**src/pcsf_pkg.sv**
```systemverilog
// Shared types, widths and constants for the PWM capture to SBUS frame block.
// No dependencies; compile first.
`timescale 1ns / 1ps

package pcsf_pkg;

    localparam int PIN_COUNT        = 6;
    localparam int NUM_CHANNELS_DEF = 6;
    localparam int SBUS_CHANNELS    = 16;
    localparam int FRAME_LEN        = 25;
    localparam int BYTE_W           = 8;
    localparam int FRAME_W          = FRAME_LEN * BYTE_W;
    localparam int CHAN_W           = 11;
    localparam int WIDTH_W          = 16;
    localparam int TIME_W           = 16;
    localparam int PERIOD_W         = 20;
    localparam int FLAGS_W          = 8;
    localparam int CFG_IDX_W        = 2;
    localparam int CFG_DATA_W       = 20;

    localparam logic [BYTE_W-1:0]   START_BYTE    = 8'h0F;
    localparam logic [BYTE_W-1:0]   END_BYTE      = 8'h00;
    localparam logic [WIDTH_W-1:0]  WIDTH_MIN     = 16'd1000;
    localparam logic [WIDTH_W-1:0]  WIDTH_MAX     = 16'd2000;
    localparam logic [WIDTH_W-1:0]  WIDTH_RESET   = 16'd1500;
    localparam logic [CHAN_W-1:0]   SBUS_OFFSET   = 11'd172;

    // (w - 1000) * 1639 / 1000 == (span * MAP_MUL) >> MAP_SHIFT for span 0..1000
    localparam int                  SPAN_W        = 10;
    localparam logic [SPAN_W-1:0]   SPAN_MAX      = 10'd1000;
    localparam int                  MAP_MUL_W     = 23;
    localparam logic [MAP_MUL_W-1:0] MAP_MUL      = 23'd6874465;
    localparam int                  MAP_SHIFT     = 22;
    localparam int                  PROD_W        = SPAN_W + MAP_MUL_W;

    localparam logic [PERIOD_W-1:0] PERIOD_RESET  = 20'd14000;
    localparam logic [CHAN_W-1:0]   FILL_RESET    = 11'd1024;
    localparam logic [FLAGS_W-1:0]  FLAGS_RESET   = 8'd0;

    typedef enum logic [CFG_IDX_W-1:0] {
        CFG_PERIOD = 2'd0,
        CFG_FILL   = 2'd1,
        CFG_FLAGS  = 2'd2
    } t_cfg_idx;

    // Per-tick strobes fanned out to every lane
    typedef struct packed {
        logic tick;   // accepted pin sample: update stamps and widths
        logic map;    // register scaled width product
        logic scale;  // register offset channel value
    } t_lane_ctl;

endpackage

```
**src/pcsf_if.sv**
```systemverilog
// Stream interfaces: pin samples in, SBUS frame bytes out.
// Depends on pcsf_pkg.
`timescale 1ns / 1ps

interface pcsf_tick_if;
    import pcsf_pkg::*;
    logic                 valid;
    logic                 ready;
    logic [PIN_COUNT-1:0] pin_levels;
    modport source (output valid, output pin_levels, input ready);
    modport sink   (input valid, input pin_levels, output ready);
endinterface

interface pcsf_byte_if;
    import pcsf_pkg::*;
    logic              valid;
    logic              ready;
    logic [BYTE_W-1:0] frame_byte;
    logic              last;
    modport source (output valid, output frame_byte, output last, input ready);
    modport sink   (input valid, input frame_byte, input last, output ready);
endinterface

```
**src/pwm_capture_to_sbus_frame.sv**
```systemverilog
// Top level of the PWM capture to SBUS frame converter.
// Depends on pcsf_pkg, pcsf_if, pcsf_lane, pcsf_merge.
`timescale 1ns / 1ps
//
//  channel    dir  handshake            payload
//  ---------  ---  -------------------  --------------------------------
//  i_tick     in   valid / ready        pin_levels[5:0], one tick a word
//  o_frame    out  valid / ready        frame_byte[7:0], last
//  i_cfg_*    in   i_cfg_we (no wait)   i_cfg_idx, i_cfg_data[19:0]
//
// One tick word is taken every cycle but for the wait below. A tick that closes
// a frame period starts the lane pipeline (scale multiply, offset, merge into
// the frame register); the first frame byte shows once it is merged, then one
// byte per accepted word on o_frame. Only a frame-closing tick waits: it holds
// off while the previous frame is still in the pipeline or being drained, which
// the single frame register sets. Ticks that close no frame never stall.
// Reset is synchronous, active low, and ready stays low while it is asserted.

module pwm_capture_to_sbus_frame #(
    parameter int NUM_CHANNELS = pcsf_pkg::NUM_CHANNELS_DEF
) (
    input  logic                            i_clk,
    input  logic                            i_rst_n,
    pcsf_tick_if.sink                       i_tick,
    pcsf_byte_if.source                     o_frame,
    input  logic                            i_cfg_we,
    input  logic [pcsf_pkg::CFG_IDX_W-1:0]  i_cfg_idx,
    input  logic [pcsf_pkg::CFG_DATA_W-1:0] i_cfg_data
);
    import pcsf_pkg::*;

    // pins past the channel count are never sent, so they get no lane
    localparam int NUM_LANES = (NUM_CHANNELS < PIN_COUNT) ? NUM_CHANNELS : PIN_COUNT;

    logic [PERIOD_W-1:0]  r_period;
    logic [CHAN_W-1:0]    r_fill;
    logic [FLAGS_W-1:0]   r_flags;
    logic [TIME_W-1:0]    r_time;
    logic [NUM_LANES-1:0] r_prior;
    logic [PERIOD_W-1:0]  r_timer;
    logic                 r_map;
    logic                 r_scale;
    logic                 r_load;

    logic [PERIOD_W-1:0]  w_timer_inc;
    logic                 w_trig;
    logic                 w_fire;
    logic                 w_busy;
    t_lane_ctl            w_ctl;
    logic [CHAN_W-1:0]    w_chan [NUM_LANES];

    // configuration registers; unknown indexes drop
    always_ff @(posedge i_clk) begin
        if (!i_rst_n) begin
            r_period <= PERIOD_RESET;
            r_fill   <= FILL_RESET;
            r_flags  <= FLAGS_RESET;
        end else if (i_cfg_we) begin
            case (t_cfg_idx'(i_cfg_idx))
                CFG_PERIOD: r_period <= i_cfg_data[PERIOD_W-1:0];
                CFG_FILL:   r_fill   <= i_cfg_data[CHAN_W-1:0];
                CFG_FLAGS:  r_flags  <= i_cfg_data[FLAGS_W-1:0];
                default:    ;
            endcase
        end
    end

    // this tick closes the frame period (a zero period fires every tick)
    assign w_timer_inc = r_timer + 1'b1;
    assign w_trig      = (w_timer_inc >= r_period);

    // hold a frame-closing tick while the frame path is occupied
    assign i_tick.ready = i_rst_n && !(w_trig && (r_map || r_scale || r_load || w_busy));
    assign w_fire       = i_tick.valid && i_tick.ready;

    always_ff @(posedge i_clk) begin
        if (!i_rst_n) begin
            r_time  <= '0;
            r_prior <= '0;
            r_timer <= '0;
            r_map   <= 1'b0;
            r_scale <= 1'b0;
            r_load  <= 1'b0;
        end else begin
            r_map   <= w_fire && w_trig;
            r_scale <= r_map;
            r_load  <= r_scale;
            if (w_fire) begin
                r_time  <= r_time + 1'b1;
                r_prior <= i_tick.pin_levels[NUM_LANES-1:0];
                r_timer <= w_trig ? '0 : w_timer_inc;
            end
        end
    end

    assign w_ctl.tick  = w_fire;
    assign w_ctl.map   = r_map;
    assign w_ctl.scale = r_scale;

    // one capture lane per sent pin, all working on the same tick
    for (genvar j = 0; j < NUM_LANES; j++) begin : g_lane
        pcsf_lane u_lane (
            .i_clk   (i_clk),
            .i_rst_n (i_rst_n),
            .i_ctl   (w_ctl),
            .i_level (i_tick.pin_levels[j]),
            .i_prior (r_prior[j]),
            .i_time  (r_time),
            .o_chan  (w_chan[j])
        );
    end

    // merge lane results with fill and flags, then serialize the frame
    pcsf_merge #(
        .NUM_LANES (NUM_LANES)
    ) u_merge (
        .i_clk   (i_clk),
        .i_rst_n (i_rst_n),
        .i_load  (r_load),
        .i_chan  (w_chan),
        .i_fill  (r_fill),
        .i_flags (r_flags),
        .o_busy  (w_busy),
        .o_frame (o_frame)
    );

endmodule

```
**src/pcsf_lane.sv**
```systemverilog
// One capture lane: edge stamps, pulse width, and the width-to-SBUS mapping.
// Depends on pcsf_pkg.
`timescale 1ns / 1ps

module pcsf_lane (
    input  logic                      i_clk,
    input  logic                      i_rst_n,
    input  pcsf_pkg::t_lane_ctl       i_ctl,
    input  logic                      i_level,
    input  logic                      i_prior,
    input  logic [pcsf_pkg::TIME_W-1:0] i_time,
    output logic [pcsf_pkg::CHAN_W-1:0] o_chan
);
    import pcsf_pkg::*;

    logic [TIME_W-1:0]  r_stamp;
    logic [WIDTH_W-1:0] r_width;
    logic [CHAN_W-1:0]  r_q;
    logic [CHAN_W-1:0]  r_chan;
    logic [SPAN_W-1:0]  w_span;
    logic [PROD_W-1:0]  w_prod;

    always_ff @(posedge i_clk) begin
        if (!i_rst_n) begin
            r_stamp <= '0;
            r_width <= WIDTH_RESET;
        end else if (i_ctl.tick && (i_level != i_prior)) begin
            if (i_level) begin
                r_stamp <= i_time;
            end else begin
                r_width <= WIDTH_W'(i_time - r_stamp);
            end
        end
    end

    // clamp to 1000..2000 and rebase to zero
    always_comb begin
        if (r_width < WIDTH_MIN) begin
            w_span = '0;
        end else if (r_width > WIDTH_MAX) begin
            w_span = SPAN_MAX;
        end else begin
            w_span = SPAN_W'(r_width - WIDTH_MIN);
        end
    end

    assign w_prod = PROD_W'(w_span) * PROD_W'(MAP_MUL);

    always_ff @(posedge i_clk) begin
        if (i_ctl.map) begin
            r_q <= w_prod[MAP_SHIFT +: CHAN_W];
        end
        if (i_ctl.scale) begin
            r_chan <= r_q + SBUS_OFFSET;
        end
    end

    assign o_chan = r_chan;

endmodule

```
**src/pcsf_merge.sv**
```systemverilog
// Frame merge and byte serializer: packs lane results into a 25-byte frame
// and shifts it out one word per handshake. Depends on pcsf_pkg, pcsf_if.
`timescale 1ns / 1ps

module pcsf_merge #(
    parameter int NUM_LANES = pcsf_pkg::NUM_CHANNELS_DEF
) (
    input  logic                         i_clk,
    input  logic                         i_rst_n,
    input  logic                         i_load,
    input  logic [pcsf_pkg::CHAN_W-1:0]  i_chan [NUM_LANES],
    input  logic [pcsf_pkg::CHAN_W-1:0]  i_fill,
    input  logic [pcsf_pkg::FLAGS_W-1:0] i_flags,
    output logic                         o_busy,
    pcsf_byte_if.source                  o_frame
);
    import pcsf_pkg::*;

    localparam int IDX_W = $clog2(FRAME_LEN);
    localparam logic [IDX_W-1:0] LAST_IDX = IDX_W'(FRAME_LEN - 1);

    logic [CHAN_W-1:0]               w_slot [SBUS_CHANNELS];
    logic [SBUS_CHANNELS*CHAN_W-1:0] w_bits;
    logic [FRAME_W-1:0]              w_frame;
    logic [FRAME_W-1:0]              r_frame;
    logic [IDX_W-1:0]                r_idx;
    logic                            r_busy;

    // channels past the lanes carry the fill value
    for (genvar k = 0; k < SBUS_CHANNELS; k++) begin : g_slot
        if (k < NUM_LANES) begin : g_lane
            assign w_slot[k] = i_chan[k];
        end else begin : g_fill
            assign w_slot[k] = i_fill;
        end
        assign w_bits[k*CHAN_W +: CHAN_W] = w_slot[k];
    end

    assign w_frame = {END_BYTE, i_flags, w_bits, START_BYTE};

    always_ff @(posedge i_clk) begin
        if (!i_rst_n) begin
            r_busy <= 1'b0;
            r_idx  <= '0;
        end else if (i_load) begin
            r_busy <= 1'b1;
            r_idx  <= '0;
        end else if (r_busy && o_frame.ready) begin
            r_idx <= r_idx + 1'b1;
            if (r_idx == LAST_IDX) begin
                r_busy <= 1'b0;
            end
        end
    end

    always_ff @(posedge i_clk) begin
        if (i_load) begin
            r_frame <= w_frame;
        end else if (r_busy && o_frame.ready) begin
            r_frame <= r_frame >> BYTE_W;
        end
    end

    assign o_frame.valid      = r_busy;
    assign o_frame.frame_byte = r_frame[BYTE_W-1:0];
    assign o_frame.last       = (r_idx == LAST_IDX);
    assign o_busy             = r_busy;

endmodule

```
**src/flat_wrapper.sv**
```systemverilog
// flat-port wrapper written by rule: the top's interface ports become plain ports
module pwm_capture_to_sbus_frame_flat import pcsf_pkg::*;
#(
    parameter int NUM_CHANNELS = pcsf_pkg::NUM_CHANNELS_DEF
)
  (i_clk, i_rst_n, i_cfg_we, i_cfg_idx, i_cfg_data, i_tick_valid, i_tick_pin_levels, i_tick_ready, o_frame_valid, o_frame_frame_byte, o_frame_last, o_frame_ready);
  pcsf_tick_if i_tick_i ();
  pcsf_byte_if o_frame_i ();
  input  logic i_clk;
  input  logic i_rst_n;
  input  logic i_cfg_we;
  input  logic [pcsf_pkg::CFG_IDX_W-1:0] i_cfg_idx;
  input  logic [pcsf_pkg::CFG_DATA_W-1:0] i_cfg_data;
  input wire logic [$bits(i_tick_i.valid)-1:0] i_tick_valid;
  input wire logic [$bits(i_tick_i.pin_levels)-1:0] i_tick_pin_levels;
  output wire logic [$bits(i_tick_i.ready)-1:0] i_tick_ready;
  output wire logic [$bits(o_frame_i.valid)-1:0] o_frame_valid;
  output wire logic [$bits(o_frame_i.frame_byte)-1:0] o_frame_frame_byte;
  output wire logic [$bits(o_frame_i.last)-1:0] o_frame_last;
  input wire logic [$bits(o_frame_i.ready)-1:0] o_frame_ready;
  assign i_tick_i.valid = i_tick_valid;
  assign i_tick_i.pin_levels = i_tick_pin_levels;
  assign i_tick_ready = i_tick_i.ready;
  assign o_frame_valid = o_frame_i.valid;
  assign o_frame_frame_byte = o_frame_i.frame_byte;
  assign o_frame_last = o_frame_i.last;
  assign o_frame_i.ready = o_frame_ready;
  pwm_capture_to_sbus_frame #(.NUM_CHANNELS(NUM_CHANNELS)) u_core (.i_clk(i_clk), .i_rst_n(i_rst_n), .i_tick(i_tick_i), .o_frame(o_frame_i), .i_cfg_we(i_cfg_we), .i_cfg_idx(i_cfg_idx), .i_cfg_data(i_cfg_data));
endmodule
```
**config.mk**
```make
export PLATFORM = sky130hd
export DESIGN_NAME = pwm_capture_to_sbus_frame_flat
export DESIGN_NICKNAME = d
export VERILOG_FILES = /design/src/pcsf_pkg.sv /design/src/pcsf_if.sv /design/src/pwm_capture_to_sbus_frame.sv /design/src/pcsf_lane.sv /design/src/pcsf_merge.sv /design/src/flat_wrapper.sv
export SDC_FILE = /design/constraint.sdc
export NUM_CORES = 2
export LEC_CHECK = 0
export BUFFER_PORTS_ARGS = -buffer_cell sky130_fd_sc_hd__buf_2
export CORE_MARGIN = 5
export CORE_UTILIZATION = 59
export CTS_CLUSTER_SIZE = 40
export DETAILED_ROUTE_END_ITERATION = 10
export PLACE_DENSITY = 0.8
export SLEW_MARGIN = 5
export SYNTH_ARGS = -nofsm -noshare
export SYNTH_HDL_FRONTEND = slang
export SYNTH_SLANG_ARGS = --single-unit
export TNS_END_PERCENT = 5
```
**constraint.sdc**
```tcl
create_clock -name i_clk -period 6.4 [get_ports i_clk]
set_input_delay 1.28 -clock i_clk [delete_from_list [all_inputs] [get_ports i_clk]]
set_output_delay 1.28 -clock i_clk [all_outputs]
set_load 0.01 [all_outputs]
```
==> metrics.cfg <==
[status]
status=finished with violations
violations=setup timing

[detailed_routing]
drt_pre_antenna_iters=8
ant_nets=0
drtIter0Drc=2117
viasPerCell=5.504
routedWlPerCell_um=17.52
vias=34278
remaining_drc_errors=0
finalWirelength_um=109100

[critical_path]
cp.required_ps=6760
crit_type=register to register
cp_slowest_cell=fa_2
arrival_ps=6940
crit_path_frequent_cell=ha_4
end_kind=register
critPathLaunchType=register
critPathMaxStageDelay_ps=550
crit_fanout=6

[global_routing]
grt_pass1_wl_um=177800
grt_max_degree=121
grt_pass1_vias=35382
grt_util_all_layers_pct=25.10
antenna_found_initial=3
overflow=0

[final_layout]
layout.nets=6166
stdcell_count=6228
syn_to_final_growth_pct=16.37
drive_gt1_share_pct=15.89
fin_util_pct=69.06
seqCellArea_sq_um=15310
multi_input_area_sq_um=30430
nFillCells=5648

[power]
power.density_nw_per_um2=231.2
p_leak_nw=26.15
ir_drop_mv=0.1918
power_mw=12.82

[synthesis]
yosys-top-cells-area=edfxtp_1 (20%), ha_1 (19%), fa_1 (12%)
synth-edff-count=316
synth-seq-cells=606
synthesis.area_sq_um=47650
ys_warn_count=0
ys_async_sr_fraction_pct=0
synth_commonest_cells=inv_1 (739), ha_1 (721), nand2_1 (415)
synth.largest_area_cell=edfxtp_1
yosysTopAreaCellShare_pct=19.92
ys_seq_area_share_pct=32.10
syn_avg_cell_area_sq_um=10.01
ys.flop_type=edfxtp_1
postSynthCellCount=4760
synth_most_common_cell=inv_1
synth.net_count=5811
ys_types=82

[sta]
final.min_clock_period_ps=6581
worst_clock_skew_ps=60.66
timing.fmax_ghz=0.1519
min_period_over_period_pct=102.8
finalWorstSetupSlack_ps=-181.3
timing.hold.ws_ps=419.9
slew_violations=0
setup_viol=16
slew_headroom_pct=3.172
rsz0062_at_grt=true
tightest_slew_ps=1449
hold_violations=0

[clock_tree]
cts_hold_buf=0
cts-buffers-inserted=67
clk_latency_ps=640
clock_path_buffers=3
ctsHtreeMaxLevel=3
cts_tree=built
cts_root_buf=clkbuf_16
clock-sinks=606
clk_pin_slew_worst_paths_ps=60

[placement]
dp_cells=6062
pre_cts_ws_ps=-394.5
dpl.hpwl_um=80970
numPortBuffers=43
place_congestion=0.9632

[die]
core_area_sq_um=80290
ioPinCount=44
fp-row-count=104
die_y_um=294.2
die_w_um=294.2
start_util_pct=59.34
die_area_sq_um=86540

[worst_hold_path]
hold_class=register to register

[flow_run]
maxCapViolations=0

where the power goes:
group          switching [mW]  leakage (nW)  internal [mW]  total (mW)
clock                    1.62          1.09           2.33        3.96
sequential             0.0120          5.25           4.19        4.20
combinational            2.50          19.8           2.16        4.66
cell families (layout without fill, tap and decap cells):
| group | count (synthesis) | after routing | synth area share [%] |
|---|---|---|---|
| compound gates | 777 | 777 | 10.97 |
| xor+xnor | 232 | 232 | 4.265 |
| fa+ha+maj | 1018 | 1018 | 31.41 |
| buf+inv | 894 | 1301 | 7.169 |
| flops | 606 | 606 | 32.10 |
| mux | 115 | 115 | 2.416 |
| other cells | 0 | 1 | 0 |
| simple gates | 1118 | 1118 | 11.67 |
stage by stage:
stage	cell area, sq um	TNS, ps
3_3_place_gp	51610	-3285
4_1_cts	54780	-148.1
6_report	55440	-1234
3_5_place_dp	51610	-7507
2_1_floorplan	47970	-187.6
5_1_grt	55440	-8430
worst max-delay path, delay by kind of cell (launching register included):
kind                     cells  cell delay (ps)
AND/OR/NAND/NOR              4              910
flip-flops                   1              320
adder cells (fa/ha/maj)      7             2360
buffers and inverters        7              670
XOR/XNOR                     1              100
AO/OA/AOI/OAI               10             1910
cell usage in the layout (no fill, tap or decap), types with 153 or more instances in the layout:
cell | Yosys | routed
a21o_1 | 161 | 161
buf_4 | 8 | 383
dfxtp_1 | 290 | 279
edfxtp_1 | 316 | 316
fa_1 | 297 | 293
ha_1 | 721 | 668
inv_1 | 739 | 699
nand2_1 | 415 | 413
nor2b_1 | 155 | 153
o21ai_0 | 194 | 185
cell type report:
class	count	area share (%)
antenna	1	0.004513
tap	1060	2.392
sequential	606	27.62
clock buffer	95	3.396
clock inverter	26	0.7470
multi-input combinational	3260	54.88
timing repair buffer	441	5.953
inverter	739	5.012
timing repair:
item / CTS / global route
setup buffers: 31 / 13
endpoints found under the setup margin: 40 / 50
cloned: 0 / 0
gates resized for setup: 131 / 112
pin swaps: 106 / 113
final timing paths:
check | start | endpoint | slack [ps] | cells past startpoint
setup / recovery | u_core.g_lane[4].u_lane.r_width[3]$_SDFFE_PN1P_ | u_core.g_lane[4].u_lane.r_q[4]$_DFFE_PP_ | -180 | 29
hold / removal | u_core.g_lane[2].u_lane.r_q[1]$_DFFE_PP_ | u_core.g_lane[2].u_lane.o_chan[1]$_DFFE_PP_ | 420 | 0
setup reg to reg | u_core.g_lane[4].u_lane.r_width[3]$_SDFFE_PN1P_ | u_core.g_lane[4].u_lane.r_q[4]$_DFFE_PP_ | -180 | 29
hold reg to reg | u_core.g_lane[2].u_lane.r_q[1]$_DFFE_PP_ | u_core.g_lane[2].u_lane.o_chan[1]$_DFFE_PP_ | 420 | 0
flip-flops by register name, summed over array words and instances (netlist names):
name	count
u_core.u_merge.r_frame	192
u_core.r_map	1
u_core.g_lane.u_lane.r_q	66
u_core.r_flags	8
u_core.r_load	1
u_core.u_merge.r_idx	5
u_core.g_lane.u_lane.o_chan	66
u_core.r_prior	6
u_core.r_scale	1
u_core.r_timer	20
u_core.r_fill	11
u_core.r_period	20
u_core.u_merge.o_busy	1
u_core.r_time	16
u_core.g_lane.u_lane.r_width	96
u_core.g_lane.u_lane.r_stamp	96
layer usage:
| metal | GRT usage, % | share of wire [%] | up-vias |
|---|---|---|---|
| met5 | 0 | 0.012 | - |
| met4 | 7.079 | 2.9 | 2 |
| met3 | 3.887 | 5.0 | 208 |
| met2 | 44.18 | 50 | 739 |
| met1 | 32.33 | 42 | 16564 |
| li1 | - | - | 16765 |
Power figures use the tool's default switching activity.
